[config.mk]
export PLATFORM = sky130hd
export DESIGN_NAME = sso_queue
export DESIGN_NICKNAME = d
export VERILOG_FILES = /design/src/rtl/sso_pkg.sv /design/src/rtl/sso_queue.sv
export SDC_FILE = /design/constraint.sdc
export NUM_CORES = 1
export LEC_CHECK = 0
export ABC_AREA = 0
export BUFFER_PORTS_ARGS = -buffer_cell sky130_fd_sc_hd__buf_4
export CORE_MARGIN = 2
export CORE_UTILIZATION = 52
export CTS_BUF_LIST = sky130_fd_sc_hd__clkbuf_4 sky130_fd_sc_hd__clkbuf_8
export DETAILED_ROUTE_END_ITERATION = 16
export GPL_ROUTABILITY_DRIVEN = 0
export PLACE_DENSITY = 0.79
export SYNTH_ARGS = -nofsm -noshare
export SYNTH_HDL_FRONTEND = slang
export SYNTH_SLANG_ARGS = --single-unit
[constraint.sdc]
create_clock -name i_clk -period 1.3 [get_ports i_clk]
set_input_delay 0.325 -clock i_clk [delete_from_list [all_inputs] [get_ports i_clk]]
set_output_delay 0.325 -clock i_clk [all_outputs]
set_load 0.02 [all_outputs]
[src/rtl/sso_pkg.sv]
// shared types and constants of the sphere shape overlap test
`timescale 1ns / 1ps
package sso_pkg;

    localparam int COORD_BITS_DEF  = 20;
    localparam int QUEUE_DEPTH_DEF = 2;
    localparam int CFG_IDX_W       = 2;

    typedef enum logic [1:0] {
        OP_SPHERE = 2'd0,
        OP_BOX    = 2'd1,
        OP_CYL    = 2'd2,
        OP_NONE   = 2'd3
    } t_op;

    typedef enum logic [CFG_IDX_W-1:0] {
        CFG_QX  = 2'd0,
        CFG_QY  = 2'd1,
        CFG_QZ  = 2'd2,
        CFG_RAD = 2'd3
    } t_cfg_idx;

endpackage

[src/rtl/sso_queue.sv]
// short item queue between the front stage and the test pipeline
`timescale 1ns / 1ps
module sso_queue #(
    parameter int WIDTH = 8,
    parameter int DEPTH = sso_pkg::QUEUE_DEPTH_DEF
) (
    input  logic             i_clk,
    input  logic             i_rst_n,
    input  logic             i_push,
    input  logic [WIDTH-1:0] i_data,
    input  logic             i_pop,
    output logic [WIDTH-1:0] o_data,
    output logic             o_full,
    output logic             o_empty
);
    localparam int AW = (DEPTH > 1) ? $clog2(DEPTH) : 1;
    localparam int CW = $clog2(DEPTH + 1);

    logic [WIDTH-1:0] r_mem [0:DEPTH-1];
    logic [AW-1:0]    r_wr_ptr, r_rd_ptr;
    logic [CW-1:0]    r_count;
    logic [AW-1:0]    n_wr_ptr, n_rd_ptr;

    assign o_full  = (r_count == CW'(DEPTH));
    assign o_empty = (r_count == '0);
    assign o_data  = r_mem[r_rd_ptr];

    assign n_wr_ptr = (r_wr_ptr == AW'(DEPTH - 1)) ? '0 : r_wr_ptr + 1'b1;
    assign n_rd_ptr = (r_rd_ptr == AW'(DEPTH - 1)) ? '0 : r_rd_ptr + 1'b1;

    always_ff @(posedge i_clk) begin
        if (!i_rst_n) begin
            r_wr_ptr <= '0;
            r_rd_ptr <= '0;
            r_count  <= '0;
        end else begin
            if (i_push) begin
                r_wr_ptr <= n_wr_ptr;
            end
            if (i_pop) begin
                r_rd_ptr <= n_rd_ptr;
            end
            if (i_push && !i_pop) begin
                r_count <= r_count + 1'b1;
            end else if (i_pop && !i_push) begin
                r_count <= r_count - 1'b1;
            end
        end
    end

    always_ff @(posedge i_clk) begin
        if (i_push) begin
            r_mem[r_wr_ptr] <= i_data;
        end
    end

    a_no_push_full: assert property (@(posedge i_clk) disable iff (!i_rst_n)
        i_push |-> !o_full) else $error("item pushed into full queue");

    a_no_pop_empty: assert property (@(posedge i_clk) disable iff (!i_rst_n)
        i_pop |-> !o_empty) else $error("item popped from empty queue");

    a_count_up: assert property (@(posedge i_clk) disable iff (!i_rst_n)
        (i_push && !i_pop) |=> (r_count == $past(r_count) + 1'b1))
        else $error("queue count lost an item");

endmodule

==> results.txt, run 1 <==
- The most common cell in the synthesized netlist is edfxtp_1.
- The largest single stage delay on the critical path is 370 ps.
- Measured along the y axis, the die boundary spans roughly 43 um.
- VDD sags by at most about 800 uV.
* Worst path required time: approximately 980 ps
- The worst path in the final design needs a cycle of around 1600 ps, including I/O delays and setup.
- WP data arrival: between 1000 and 1500 ps
- Setup violations remaining at the end of the flow were counted as 9.
- The Yosys step of the flow raised 0 warnings.
* Reg2Reg Depth: 4
- On the final layout, the worst clock skew is 0.951 ps.
- Number of maximum-capacitance violations: 0
* Antenna viol nets, final: 0
* Hold Startpoint: i_data[4]
- Async set-or-reset flop fraction in the synthesized netlist: 0%
* Number of antenna violations at the first check in global routing: 0
* Total Die Area: ~1900 um2
* DRC: 0
* Final setup TNS: -2010 ps
- The detailed router put a total of about 560 um of wire on met1.
* Cell class contributing the biggest share of worst-path delay: flip-flops
* Relative area change from synthesis to final layout: 43.0%
* Worst-skew pair later-pin latency: roughly 300 ps
- For this run, the share of the core covered by cells in the final layout is a little under 80%.
* Clock tree from TritonCTS: done
* Total wire length after detailed routing: between 1 and 1.5 mm
- Type of the tightest min-delay check: input pin to register
* Critical path class: register to output port
* Mean Syn Cell Area: 16.9 um2
- Across all hold checks on the routed design, the worst slack comes to just over 200 ps.
* Netlist area before placement: roughly 800 um2
* Number of instances on the worst hold path: 1
- The number of nets handed over by synthesis was 60.
- Cell types occupying the most area after synthesis: edfxtp_1, dfxtp_1, mux2_2
- Static timing analysis puts the maximum clock frequency at 642 MHz.
- By count the netlist is led by edfxtp_1, mux2_2, dfxtp_1.
* Relative slew margins: 88.9%
- Fin crit share: 120%
- Walking the worst path, the cells encountered are buf_6 > mux2_4 > buf_6.
- During placement, the flow inserted port buffers numbering 21.
- I/O pin cnt: 22
- The synthesized design spends more area on one cell type than any other, namely edfxtp_1.
- Number of buffers created by CTS: 3
* Highest Signal Layer: met4
- Overall global routing resource usage: between 15 and 20%
- The total count of hold-check failures in the final report came to 0.
* Post-synth EDFFs: 16
* Unrepaired setup endpoints after global routing: yes
- Ratio of total power to cell area: between 1000 and 1500 nW/um2
- In the synthesized netlist, the number of instances is 47.
- Worst-path cell with the longest stage delay: dfxtp_2
* Status: finished, violations left
* Startpoint kind of the worst setup timing path: register
- The share of synthesized area in the top cell type comes to 60.5%.
- Post-DP Area: around 1000 um2
- Dividing the detail-routed wire length by the instance count gives 13.9 um.
- Detailed-route vias per instance: 5.05
- In this run, distinct cell masters in the synthesized netlist total 16.
* Vias in the first global route: between 400 and 500
- Pin count of the biggest net entering global routing: 13
* Library cell used as clock root buffer: clkbuf_4
- CTS clock-pin slew for the worst setup and hold paths: roughly 110 ps
- Together, buffers and inverters on the worst path number 2.
* Min-Delay Endpoint: r_mem[0][4]
- Layout cells sized above 1: 56.3%
- Sequential area share after synthesis: roughly 73%
- The checks that failed: negative setup slack.
- The initialized floorplan defines 14 standard-cell rows.
* Actual transition at the worst max-transition pin: about 170 ps
* Most repeated library cell on the critical path: buf_6
* # hold bufs at CTS: 0
- For flop-to-flop paths, the worst setup slack is roughly 170 ps.
- Iteration count of the initial detailed-routing pass: 4
- In the synthesized netlist the dominant register cell turns out to be edfxtp_1.
* Capture instance of the worst register-to-register path: r_count[1]
* Filler instances: 93
- Global-route wire length before repair: around 2.1 mm
* Placed wire-length estimate: 957 um
- After the first detailed-routing iteration, the DRC count stood at 6.
- Total number of clock tree sinks: 21
- With fillers left out, the area of the finished cells amounts to about 1100 um2.
- Along the worst path, the maximum fanout reaches 4.
- Max-slew violation count: 0
- The core region is 1470 um2.
- In this run the critical register-to-register path is launched from r_count[0].
* Effective utilization at floorplan: between 50% and 60%
- Summed over all nets, wire length on met2 after detailed routing comes to 713 um.
- GRT overflow: 0
- Flops & latches, synth: 21
* Horizontal extent of the die: approximately 43 um
- The analysis attributes to cell leakage a power of 0.487 nW.
- Worst setup EP type: output port
- In this run the deepest clock path goes through 2 buffers.
- In the post-route analysis, the smallest setup slack over all paths is -257 ps.
- The final route contains roughly 490 vias.
- Nets@finish: 94
- Total length of routed met3 wires: 53 um
- Placed instance count: 91
* Final std cells w/o fill: 96
- Total number of H-tree levels: 1
- Antenna Diode Count: 0
-- kinds of logic after synthesis --
group | share of synthesized area, %
and+or+nand+nor | 7.09
adders and majority gates | 1.57
DFF | 73.1
buffers and inverters | 1.10
xor gates and xnor gates | 3.31
muxes | 11.3
AOI/OAI and AO/OA | 2.52
-- metal layers --
metal	track usage, %	up-vias
li1	-	236
met4	9.09	0
met5	0	-
met2	28.1	15
met3	2.55	2
met1	19.5	232
-- metrics by stage --
step	total power, mW	setup WS, ps
finish	1.42	-257
floorplan	0.940	107
global placement	1.06	13.3
global route	1.47	-290
CTS	1.43	-261
detailed placement	1.07	-30.3
-- cells in the final DEF, fill, tap and decap left out, drive strengths merged --
master	count
dfxtp	5
mux2	8
xor2	2
buf	30
nor2b	2
and2b	1
and2	4
xnor2	1
ha	1
or3	1
edfxtp	16
clkbuf	3
inv	1
a21boi	1
o21ai	1
o21a	1
nor2	1
clkinv	1
-- final cells by class --
| cell class | instances | area (um2) | share of cell area [%] |
|---|---|---|---|
| timing repair buffer | 30 | 267 | 23.5 |
| tap | 16 | 20.0 | 1.76 |
| inverter | 1 | 3.75 | 0.330 |
| multi-input combinational | 24 | 235 | 20.7 |
| clock inverter | 1 | 5.00 | 0.441 |
| clock buffer | 3 | 22.5 | 1.98 |
| sequential | 21 | 583 | 51.3 |
-- worst max path at each step --
stage                     cells past startpoint         end
after floorplan                               4  r_count[1]
after global placement                        4  r_count[1]
after detailed placement                      4  r_count[1]
after CTS                                     3   o_data[4]
after global routing                          3   o_data[4]
final                                         3   o_data[4]
-- power breakdown --
group          internal (mW)  leakage [nW]  switching (mW)
sequential             0.770         0.192          0.0188
combinational          0.188         0.277           0.137
clock                  0.115        0.0177           0.190
-- registers in the layout, summed over array words and instances (netlist names), named ones only --
name      flops
r_wr_ptr      1
r_mem        16
r_count       2
r_rd_ptr      1
-- timing repair --
action                                  CTS  global route
resized for setup                        21             0
endpoints found under the setup margin    9             9
setup buffers                             1             0
Power figures use the tool's default switching activity.
==> inputs of run 2 (changes only) <==
--- a/config.mk
+++ b/config.mk
@@ -16,3 +16,4 @@
 export SYNTH_ARGS = -nofsm -noshare
 export SYNTH_HDL_FRONTEND = slang
 export SYNTH_SLANG_ARGS = --single-unit
+export TNS_END_PERCENT = 5
==> run 2 against run 1 <==
  * The flow still finishes with violations (negative setup slack)
  * Final area down 0.44%
  * Fmax about the same
  * Flip-flop and latch count unchanged
  * Critical endpoint unchanged
  * Worst setup slack better by 0.97 ps
==> results.txt, run 2 (same netlist as run 1, synthesis figures left out) <==
* Antenna Diode Count: 0
* Worst Hold Slack: approximately 200 ps
- STA puts the critical path data required time at just under 1000 ps.
- Starting DRT DRC Count: 7
- Among all stages on the critical path, the largest delay is contributed by dfxtp_2.
- The floorplan step set the die height to 43.1 um.
* Pin count of the biggest net entering global routing: 13
* Total number of H-tree levels: 1
* Type of the tightest min-delay check: input pin to register
- Sequential Area: 586 um2
- Commonest non-fill, non-tap cells in the layout: buf_4, edfxtp_1, buf_6, mux2_4, and2_1
- Iteration count of the initial detailed-routing pass: 3
* Leading cell type in the layout, fill and taps excluded: buf_4
- Across all setup checks in the final design, the least slack found is -256 ps.
- Filler instances: 93
- Largest registers in the final layout: r_mem x16, r_count x2
* Actual transition at the worst max-transition pin: between 150 and 200 ps
* Maximum cell stage delay along the critical path: approximately 370 ps
- Ratio of total power to cell area: around 1200 nW/um2
- Among cell families on the critical path, the largest total delay comes from flip-flops.
* Global-route wire length before repair: 2.14 mm
* Critical Path, Cell by Cell: buf_6 > mux2_4 > buf_6
* Placed instance count: 91
- The net count of the finished layout is 93.
* Final std cells w/o fill: 95
- Setup Fix Bufs, Post-CTS: 0
* Relative contribution of combinational cells to total power: 22.3%
* Worst setup EP type: output port
- Peak supply drop: approximately 800 uV
- Along the worst path, the maximum fanout reaches 4.
- The detailed router placed 481 vias in this run.
* Overall global routing resource usage: between 10% and 20%
- Setup repair after global routing could not meet its margin everywhere.
* Max reg flops: 16
- Number of rows created at floorplan: 14
- Detailed-route vias per instance: about 5.1
* I/O pin cnt: 22
- The final count of pins violating max slew was 0.
- The run finished, with violations left.
* Total Die Area: roughly 1900 um2
* Final count of hold timing violations: 0
- Internal power: approximately 1.1 mW
- Switching part of the total power: 24.4%
- The root buffer cell chosen for the clock tree is clkbuf_4.
- Worst-skew pair later-pin latency: roughly 300 ps
- Clock-pin slew was measured on the worst setup and hold paths at roughly 110 ps.
* GRT overflow: 0
- Relative slew margins: around nine tenths
- The checks that failed: negative setup slack.
* Critical path class: register to output port
- Setup violations, final: 9
- Vias in the first global route: ~470
- Cells with a size suffix above 1 make up between 50% and 60% of the layout.
- Per report_power, the clock group accounts for 21.6% of the total.
* Most repeated library cell on the critical path: buf_6
- Max-cap violations in this run came to 0.
- Clock tree from TritonCTS: done
- After detailed routing, the average wire length per cell comes to about 14 um.
* Total wire length after detailed routing: between 1 and 1.5 mm
- Final worst path period need: roughly 1600 ps
* Flop pwr share: between 50% and 60%
- Compared with the post-synthesis result, the final layout area differs by 42.4%.
* Total number of clock tree sinks: 21
- Placed wire-length estimate: approximately 960 um
- Crit path buf inv count: 2
- DRC: 0
- Core ar.: about 1500 um2
* Horizontal extent of the die: ~43 um
- # hold bufs at CTS: 0
- The number of clock buffers added by TritonCTS is 3.
- Static timing analysis puts the maximum clock frequency at 643 MHz.
* Startpoint kind of the worst setup timing path: register
- Once detail routing completed, the nets flagged for antenna violations numbered 0.
* Post-place setup slack: -30.3 ps
- Max Buffers Root-to-Sink: 2
- Fin crit share: 120%
- For this configuration, the core starts out at a cell density of between 50% and 60%.
- For this design the total switching power over the nets is roughly 0.34 mW.
- Clock skew on the completed layout was measured at just over 2 ps.
- The initial antenna violation count was 0.
* Port Buffer Count: 21
- In this run the static leakage power is between 0.4 and 0.5 nW.
- For the worst setup path, the data arrival time is ~1200 ps.
- Area of the multi-input gates: between 200 and 250 um2
- Largest register by flop count: r_mem
-- run 2: cell types whose count changed in the layout (fill, tap and decap cells not counted), sizes merged --
cell / delta
buf: -1
-- run 2: power groups by stage --
stage / Combinational [mW] / Clock, mW / Sequential, mW
global placement: 0.260 / 0 / 0.800
detailed placement: 0.269 / 0 / 0.803
CTS: 0.316 / 0.312 / 0.792
floorplan: 0.144 / 0 / 0.797
global route: 0.337 / 0.334 / 0.795
finish: 0.314 / 0.304 / 0.792
-- run 2: final timing paths --
| path | from | endpoint | slack [ps] | depth (start not counted) |
|---|---|---|---|---|
| hold reg to reg | r_count[1] | r_count[1] | 510 | 2 |
| setup / recovery | register | o_data[4] | -260 | 3 |
| setup reg to reg | r_count[0] | r_count[1] | 270 | 3 |
| hold / removal | i_data[4] | r_mem[0][4] | 200 | 1 |
-- run 2: metrics by stage --
stage / setup TNS [ps] / power, mW / cell area [um2] / utilization, %
after detailed placement: -30.3 / 1.07 / 1030 / 69.8
after CTS: -2090 / 1.42 / 1130 / 76.7
after global routing: -2350 / 1.47 / 1130 / 76.9
after floorplan: 0 / 0.940 / 795 / -
after global placement: 0 / 1.06 / 1030 / 69.8
final: -2030 / 1.41 / 1130 / 76.9
-- run 2: timing repair --
item / 4_1_cts / 5_1_grt
resized for setup: 21 / 1
pin swaps: 0 / 0
endpoints found under the setup margin: 9 / 9
-- run 2: metal layers --
layer | GRT usage (%) | part of all wire [%]
met2 | 27.2 | 53
met5 | 0 | 0
met1 | 20.3 | 43
met3 | 2.55 | 3.6
met4 | 9.09 | 0.45
-- run 2: worst register-to-register path, cell delays in order (launching register included) --
cell	delay (ps)
dfxtp_4	380
xor2_1	160
or3_1	310
a21boi_1	130
-- run 2: layout make-up --
class	instances	area share, %
Clock inverter	1	0.442
Inverter	1	0.332
Sequential cell	21	51.8
Clock buffer	3	1.99
Multi-Input combinational cell	24	20.8
Tap cell	16	1.77
Timing Repair Buffer	29	22.9
