<file path="src/rtl/sso_pkg.sv">
// shared types and constants of the sphere shape overlap test
`timescale 1ns / 1ps
package sso_pkg;

    localparam int COORD_BITS_DEF  = 20;
    localparam int QUEUE_DEPTH_DEF = 2;
    localparam int CFG_IDX_W       = 2;

    typedef enum logic [1:0] {
        OP_SPHERE = 2'd0,
        OP_BOX    = 2'd1,
        OP_CYL    = 2'd2,
        OP_NONE   = 2'd3
    } t_op;

    typedef enum logic [CFG_IDX_W-1:0] {
        CFG_QX  = 2'd0,
        CFG_QY  = 2'd1,
        CFG_QZ  = 2'd2,
        CFG_RAD = 2'd3
    } t_cfg_idx;

endpackage

</file>
<file path="src/rtl/sso_front.sv">
// front stage: takes items, forms the offset to the query centre, feeds the queue
`timescale 1ns / 1ps
module sso_front #(
    parameter int COORD_BITS = sso_pkg::COORD_BITS_DEF
) (
    input  logic                                    i_clk,
    input  logic                                    i_rst_n,
    input  logic signed [COORD_BITS-1:0]            i_qx,
    input  logic signed [COORD_BITS-1:0]            i_qy,
    input  logic signed [COORD_BITS-1:0]            i_qz,
    input  logic                                    i_valid,
    output logic                                    o_stall,
    input  logic [1:0]                              i_opcode,
    input  logic [3*COORD_BITS-1:0]                 i_shape_center,
    input  logic [3*COORD_BITS-1:0]                 i_axis_first,
    input  logic [3*COORD_BITS-1:0]                 i_axis_second,
    input  logic [3*COORD_BITS-1:0]                 i_axis_third,
    input  logic [3*COORD_BITS-1:0]                 i_box_half_sizes,
    input  logic [COORD_BITS-2:0]                   i_size_first,
    input  logic [COORD_BITS-2:0]                   i_size_second,
    input  logic                                    i_q_full,
    output logic                                    o_push,
    output logic [17*COORD_BITS+3-1:0]              o_job
);
    localparam int C  = COORD_BITS;
    localparam int DW = C + 1;
    localparam int JW = 17 * C + 3;

    logic          r_valid;
    logic [JW-1:0] r_job;
    logic [JW-1:0] n_job;
    logic          w_stall;
    sso_pkg::t_op  w_op;
    logic signed [DW-1:0] w_dx, w_dy, w_dz;

    assign w_stall = r_valid && i_q_full;
    assign o_stall = w_stall;
    assign o_push  = r_valid && !i_q_full;
    assign o_job   = r_job;

    // opcode 3 is kept as its own class and answers no hit downstream
    assign w_op = sso_pkg::t_op'(i_opcode);

    assign w_dx = DW'(i_qx) - DW'(signed'(i_shape_center[0*C +: C]));
    assign w_dy = DW'(i_qy) - DW'(signed'(i_shape_center[1*C +: C]));
    assign w_dz = DW'(i_qz) - DW'(signed'(i_shape_center[2*C +: C]));

    assign n_job = {w_op, w_dz, w_dy, w_dx, i_axis_third, i_axis_second, i_axis_first,
                    i_box_half_sizes, i_size_second, i_size_first};

    always_ff @(posedge i_clk) begin
        if (!i_rst_n) begin
            r_valid <= 1'b0;
        end else if (!w_stall) begin
            r_valid <= i_valid;
        end
    end

    always_ff @(posedge i_clk) begin
        if (!w_stall && i_valid) begin
            r_job <= n_job;
        end
    end

endmodule

</file>
<file path="config.mk">
export PLATFORM = sky130hd
export DESIGN_NAME = sso_front
export DESIGN_NICKNAME = d
export VERILOG_FILES = /design/src/rtl/sso_pkg.sv /design/src/rtl/sso_front.sv
export SDC_FILE = /design/constraint.sdc
export NUM_CORES = 1
export LEC_CHECK = 0
export BUFFER_PORTS_ARGS = -buffer_cell sky130_fd_sc_hd__buf_2
export CAP_MARGIN = 20
export CORE_AREA = 2 2 293 295
export CTS_CLUSTER_SIZE = 28
export DETAILED_ROUTE_END_ITERATION = 7
export DIE_AREA = 0 0 295 297
export GPL_ROUTABILITY_DRIVEN = 0
export PLACE_DENSITY = 0.46
export SLEW_MARGIN = 10
export SYNTH_ARGS = -nofsm -noshare
export SYNTH_HDL_FRONTEND = slang
export SYNTH_SLANG_ARGS = --single-unit
</file>
<file path="constraint.sdc">
create_clock -name i_clk -period 21.8 [get_ports i_clk]
set_clock_uncertainty 0.15 [all_clocks]
set_input_delay 2.18 -clock i_clk [delete_from_list [all_inputs] [get_ports i_clk]]
set_output_delay 2.18 -clock i_clk [all_outputs]
set_load 0.01 [all_outputs]
</file>
==> flow_summary_export.csv, run 1 <==
group,metric,value,unit
yosys,yosysWarnings,0,
cts,tritoncts,"done",
power_and_ir_drop,p_leak,8.75,nW
global_route,grt_use_total,11.0,%
sta,setup_viol,0,
yosys,synth-seq-area-share,75.6,%
cts,post_cts_buffers,0,
yosys,post_synth_inst_count,842,
yosys,synth.largest_area_cell,"edfxtp_1",
cts,h-tree-depth,2,
yosys,synth.lib_cells_used.distinct,59,
yosys,postSynthRegisterBits,344,
yosys,yosysTopAreaCellShare,75.5,%
yosys,number_of_synthesized_flops_with_an_enable_pin,343,
placement,port-buffer-count,748,
cts,clock_tree_root_driver_cell,"clkbuf_16",
global_route,antenna_found_initial,13,
sta,finalWorstPathRequiredPeriod,5.01,ns
critical_path,timing.critical_path.to_type,"flip-flop",
yosys,syn-cell-area,13600,sq um
critical_path,r2r_slack,18.23,ns
yosys,post_synth.cell_area_avg,16.2,sq um
critical_path,timing.critical_path.from_type,"input pin",
layout,drive_gt1_share,49.8,%
die,io-pin-count,749,
hold_path,hold_path.class,"flip-flop to flip-flop",
global_route,largest_net_degree_at_the_start_of_global_routing,91,
die,rows,107,
sta,setup_tns,0,ns
cts,worst_skew_pair.late_latency,0.56,ns
layout,finish.cell_count_without_fillers,2819,
routing,firstDrtPassIters,5,
sta,final_min_period_over_clock_period,23.0,%
cts,clkSlewWorstSetupHoldPaths,0.06,ns
critical_path,worstPathArrival,5.03,ns
die,dieHeight,297,um
yosys,postSynthNetCount,1309,
layout,finish.net_count,2103,
layout,areaGrowthSynthToFinish,48.9,%
sta,report.final.hold_viol_count,0,
routing,route.detailed.vias_per_inst,3.63,
cts,number_of_buffers_on_the_longest_clock_path,3,
cts,post_cts.resized_instances,0,
critical_path,critPathMaxFanout,72,
cts,cts.sinks,344,
yosys,synth_common_cells,"edfxtp_1 (343), inv_1 (91), ha_1 (60), a21oi_1 (46), nor2_1 (38)",
routing,route.vias.total,10200,
global_route,grt_first_pass_wirelength,71000,um
flow_run,cap_violations,0,
die,design.core.area,84500,sq um
power_and_ir_drop,power.density_cell_area,86.5,nW/um^2
yosys,post-synth-top-count-cell,"edfxtp_1",
critical_path,setup.worst_path.class,"input pin to flip-flop",
sta,rsz_0062_raised_after_global_routing,"no",
layout,fillers,8999,
global_route,grt_overflow_total,0,
yosys,postSynth.asyncResetShare,0,%
yosys,synth_area_leaders,"edfxtp_1 (75%), ha_1 (5.5%), inv_1 (2.5%), xnor2_1 (1.9%), a21oi_1 (1.7%)",
yosys,synthFlopType,"edfxtp_1",
routing,detail_route.iter0.violations,569,
routing,drt_wl_total,51000,um
placement,place.detailed.hpwl,41500,um
global_route,vias_in_the_first_global_route,10500,
critical_path,timing.reg2reg.worst_path_depth,5,
sta,transition_time_of_the_tightest_slew_check_pin,1.03,ns
die,start_util,16.2,%
critical_path,critical_path.reg2reg.endpoint,"o_job[104]",
routing,drc_errors,0,
sta,fmaxAchievable,0.200,GHz
routing,antenna_violating_nets_post_route,0,
sta,timing.final.max_slew_violations,0,
die,dieArea,87600,sq um
critical_path,cp-startpoint,"i_q_full",
critical_path,critical_path.reg2reg.startpoint,"r_valid",
cts,cts-buffers-inserted,43,
critical_path,timing.critical_path.required,21.82,ns
power_and_ir_drop,vdd.ir_drop.worst,0.0490,mV
routing,wl_per_cell,18.1,um
critical_path,worst_setup_path_endpoint,"o_job[104]",
die,width_of_the_die,295,um
cts,cts_hold_buffers,0,
placement,place.detailed.instances,2734,
sta,max_slew_headroom,31.1,%
outcome,result_of_the_run,"finished clean",
## worst max-delay path, stage by stage
cell and delay (ns):
buf_2 0.11, and2_1 0.19, nor2b_4 0.10, buf_4 0.62, buf_4 0.73, buf_4 0.84
## final cells by class
type                    instances  area, sq um  area share (%)
flip-flops and latches        344        10300            50.8
repair buffers                754         3810            18.8
multi-input cells             402         2970            14.6
well taps                    1144         1430            7.05
clock buffers                  49         1100            5.41
inverters                      91          342            1.68
clock inverters                31          329            1.62
diodes                          4         10.0          0.0493
## flip-flops by register name (all words and copies together), names as in the netlist
name,flops
r_valid,1
o_job,343
## report_power, final
| group | switching (mW) | internal [mW] | leakage (nW) |
|---|---|---|---|
| clock network | 0.292 | 0.425 | 0.700 |
| logic | 0.139 | 0.0975 | 4.73 |
| registers | 0.0145 | 0.789 | 3.33 |
## routing by layer
metal | global-route usage, % | vias to the layer above | wire length (um)
met5 | 0 | - | 24
met4 | 3.53 | 4 | 1160
met3 | 3.89 | 68 | 4650
met2 | 18.3 | 442 | 24500
met1 | 13.1 | 4939 | 20700
li1 | - | 4773 | -
## through the flow
| stage | hold WS [ns] | area [sq um] | util, % | total power, mW | worst slack [ns] |
|---|---|---|---|---|---|
| floorplan | 0.481 | 13600 | - | 0.949 | 3.12 |
| global placement | 0.522 | 18800 | 22.3 | 1.06 | 16.22 |
| detailed placement | 0.517 | 18800 | 22.3 | 1.06 | 16.13 |
| CTS | 0.539 | 20300 | 24.0 | 1.79 | 16.76 |
| global route | 0.583 | 20300 | 24.0 | 1.84 | 16.56 |
| finish | 0.541 | 20300 | 24.0 | 1.76 | 16.79 |
## logic make-up (layout without fill, tap and decap cells)
kind of cell / Yosys count / count (layout) / synth area share [%]
AND/OR/NAND/NOR: 135 / 135 / 5.09
adder cells (fa/ha/maj): 63 / 63 / 5.94
AO/OA/AOI/OAI: 162 / 162 / 7.99
buffers and inverters: 96 / 925 / 2.64
flip-flops: 344 / 344 / 75.6
XOR/XNOR: 42 / 42 / 2.70
other: 0 / 4 / 0
## how the worst min path moves through the flow
stage	startpoint	end	slack [ns]	cells after the start
final	r_valid	r_valid	0.54	2
after global routing	r_valid	r_valid	0.58	2
after CTS	r_valid	r_valid	0.54	2
after detailed placement	r_valid	r_valid	0.52	2
after global placement	r_valid	r_valid	0.52	2
after floorplan	r_valid	r_valid	0.48	2
## placed cells by master, fill, tap and decap left out, types with 7 or more instances in the layout
master,count
nor2_1,38
inv_1,91
edfxtp_1,343
xor2_1,13
ha_1,60
nand2_1,23
xnor2_1,29
o21a_1,7
buf_2,748
a21oi_1,46
clkbuf_16,43
nor2b_1,14
a21o_1,18
o21ai_0,34
clkinv_2,12
nand2b_1,17
nand3_1,9
nor3_1,7
(Power assumes the default switching activity.)
==> run 2: changes to the inputs <==
--- a/config.mk
+++ b/config.mk
@@ -12,7 +12,7 @@
 export DETAILED_ROUTE_END_ITERATION = 7
 export DIE_AREA = 0 0 295 297
 export GPL_ROUTABILITY_DRIVEN = 0
-export PLACE_DENSITY = 0.46
+export PLACE_DENSITY = 0.48
 export SLEW_MARGIN = 10
 export SYNTH_ARGS = -nofsm -noshare
 export SYNTH_HDL_FRONTEND = slang
==> constraint.sdc (replaced) <==
create_clock -name i_clk -period 4.1 [get_ports i_clk]
set_clock_uncertainty 0.15 [all_clocks]
set_input_delay 0.41 -clock i_clk [delete_from_list [all_inputs] [get_ports i_clk]]
set_output_delay 0.41 -clock i_clk [all_outputs]
set_load 0.01 [all_outputs]
==> flow_summary_export.csv, run 2 (synthesized netlist as in run 1, its figures left out) <==
group,metric,value,unit
layout,areaGrowthSynthToFinish,69.9,%
die,rows,107,
routing,route.detailed.vias_per_inst,3.69,
placement,place.detailed.hpwl,43200,um
critical_path,critPathMaxFanout,4,
sta,report.final.hold_viol_count,0,
sta,fin_worst_hold_slack,0.0852,ns
layout,finish.net_count,2390,
critical_path,timing.critical_path.from_type,"input pin",
die,design.core.area,84500,sq um
hold_path,hold_path.class,"input pin to flip-flop",
placement,place.detailed.instances,2741,
flow_run,cap_violations,0,
cts,post_cts.resized_instances,0,
critical_path,worstPathArrival,2.94,ns
global_route,grt_first_pass_wirelength,77800,um
outcome,result_of_the_run,"finished clean",
critical_path,cp.buffers_inverters,3,
cts,clock_tree_root_driver_cell,"clkbuf_16",
cts,cts.sinks,344,
routing,detail_route.iter0.violations,671,
sta,fmaxAchievable,0.358,GHz
critical_path,setup.worst_path.class,"input pin to flip-flop",
global_route,grt_overflow_total,0,
die,dieArea,87600,sq um
placement,port-buffer-count,748,
routing,route.vias.total,11500,
power_and_ir_drop,p_leak,9.95,nW
cts,tritoncts,"done",
routing,wl_per_cell,17.9,um
global_route,antenna_found_initial,8,
global_route,grt_use_total,11.9,%
die,width_of_the_die,295,um
routing,drt_wl_total,55700,um
global_route,vias_in_the_first_global_route,12100,
routing,firstDrtPassIters,5,
cts,worst_skew_pair.late_latency,0.56,ns
sta,max_slew_headroom,37.7,%
power_and_ir_drop,power.density_cell_area,416,nW/um^2
critical_path,cp_slowest_stage_delay,0.41,ns
layout,drive_gt1_share,42.3,%
cts,cts-buffers-inserted,42,
critical_path,timing.critical_path.to_type,"flip-flop",
sta,timing.final.max_slew_violations,0,
power_and_ir_drop,vdd.ir_drop.worst,0.278,mV
cts,clkSlewWorstSetupHoldPaths,0.06,ns
sta,rsz_0062_raised_after_global_routing,"no",
critical_path,worstPathCellList,"buf_2 -> inv_1 -> ha_1 -> fa_1 -> nand2b_1 -> a21boi_0 -> o21ai_0 -> a21oi_1 -> buf_4 -> o311a_1 -> o211ai_1 -> a32o_1",
layout,largest_register_ff_count,343,
die,start_util,16.2,%
critical_path,critPathSlowestCell,"fa_1",
cts,h-tree-depth,2,
cts,number_of_buffers_on_the_longest_clock_path,3,
sta,setup_viol,0,
critical_path,timing.critical_path.max_delay_family,"compound AO/OA/AOI/OAI gates",
sta,transition_time_of_the_tightest_slew_check_pin,0.934,ns
routing,antenna_violating_nets_post_route,0,
sta,final_min_period_over_clock_period,68.1,%
layout,mostFrequentLayoutCells,"buf_2 (748), edfxtp_1 (343), dlygate4sd3_1 (282), inv_1 (91), ha_1 (60)",
sta,finalWorstPathRequiredPeriod,2.79,ns
routing,drc_errors,0,
layout,finish.cell_count_without_fillers,3103,
layout,share_of_the_core_filled_with_cells,27.4,%
critical_path,timing.critical_path.required,4.25,ns
die,io-pin-count,749,
global_route,largest_net_degree_at_the_start_of_global_routing,151,
layout,mostFrequentLayoutCell,"buf_2",
die,dieHeight,297,um
-- run 2: changes by cell type in the layout (fill, tap and decap cells not counted), moves of 2 or more --
| cell | previous run | this run |
|---|---|---|
| clkinv_1 | 6 | 15 |
| clkinv_2 | 12 | 3 |
| dlygate4sd3_1 | 0 | 282 |
| buf_4 | 5 | 9 |
| inv_6 | 3 | 1 |
| clkinvlp_4 | 2 | 0 |
| bufinv_16 | 5 | 7 |
| buf_12 | 0 | 3 |
-- run 2: what timing repair did --
item                                    in CTS  in global routing
hold buffers                               282                  0
endpoints found under the setup margin       0                  0
endpoints found under the hold margin      281                  0
setup buffers                                0                  0
-- run 2: final cells by class --
type | instances | area (sq um)
fill | 8646 | 61300
inverter | 91 | 342
antenna | 4 | 10.0
tap | 1144 | 1430
timing repair buffer | 1042 | 6690
sequential | 344 | 10300
clock buffer | 47 | 1070
clock inverter | 29 | 340
multi-input combinational | 402 | 2970
-- run 2: worst register-to-register path, delay by kind of cell (launching register included) --
family                 cells  cell delay [ns]
and+or+nand+nor            2             0.34
DFF                        1             0.30
buffers and inverters      2             0.74
-- run 2: worst paths after layout --
path / from / endpoint / slack [ns] / cells past startpoint
worst max-delay path: i_qy[0] / o_job[319] / 1.31 / 12
worst min-delay path: i_shape_center[20] / o_job[299] / 0.09 / 3
worst max register to register: r_valid / o_job[292] / 2.09 / 4
worst min register to register: r_valid / o_job[35] / 0.56 / 2
-- run 2: report_power, final --
| part | internal (mW) | total (mW) | switching [mW] |
|---|---|---|---|
| sequential | 4.19 | 4.27 | 0.0794 |
| clock | 2.32 | 3.85 | 1.53 |
| combinational | 0.702 | 1.51 | 0.812 |
-- run 2: stage by stage --
step | instance area [sq um] | TNS [ns] | total power [mW] | setup slack [ns]
after floorplan | 13700 | -728.02 | 4.97 | -2.12
after global placement | 18900 | 0 | 5.63 | 0.782
after detailed placement | 18900 | 0 | 5.64 | 0.763
after CTS | 23200 | 0 | 9.80 | 1.34
after global routing | 23200 | 0 | 10.0 | 1.18
final | 23200 | 0 | 9.64 | 1.31
-- run 2: routing by layer --
metal	vias up	global-route usage (%)	part of all wire, %
met5	-	0	0.048
met4	4	3.62	2.3
met3	70	3.80	9.0
met2	506	20.5	48
met1	5531	14.1	40
li1	5345	-	-
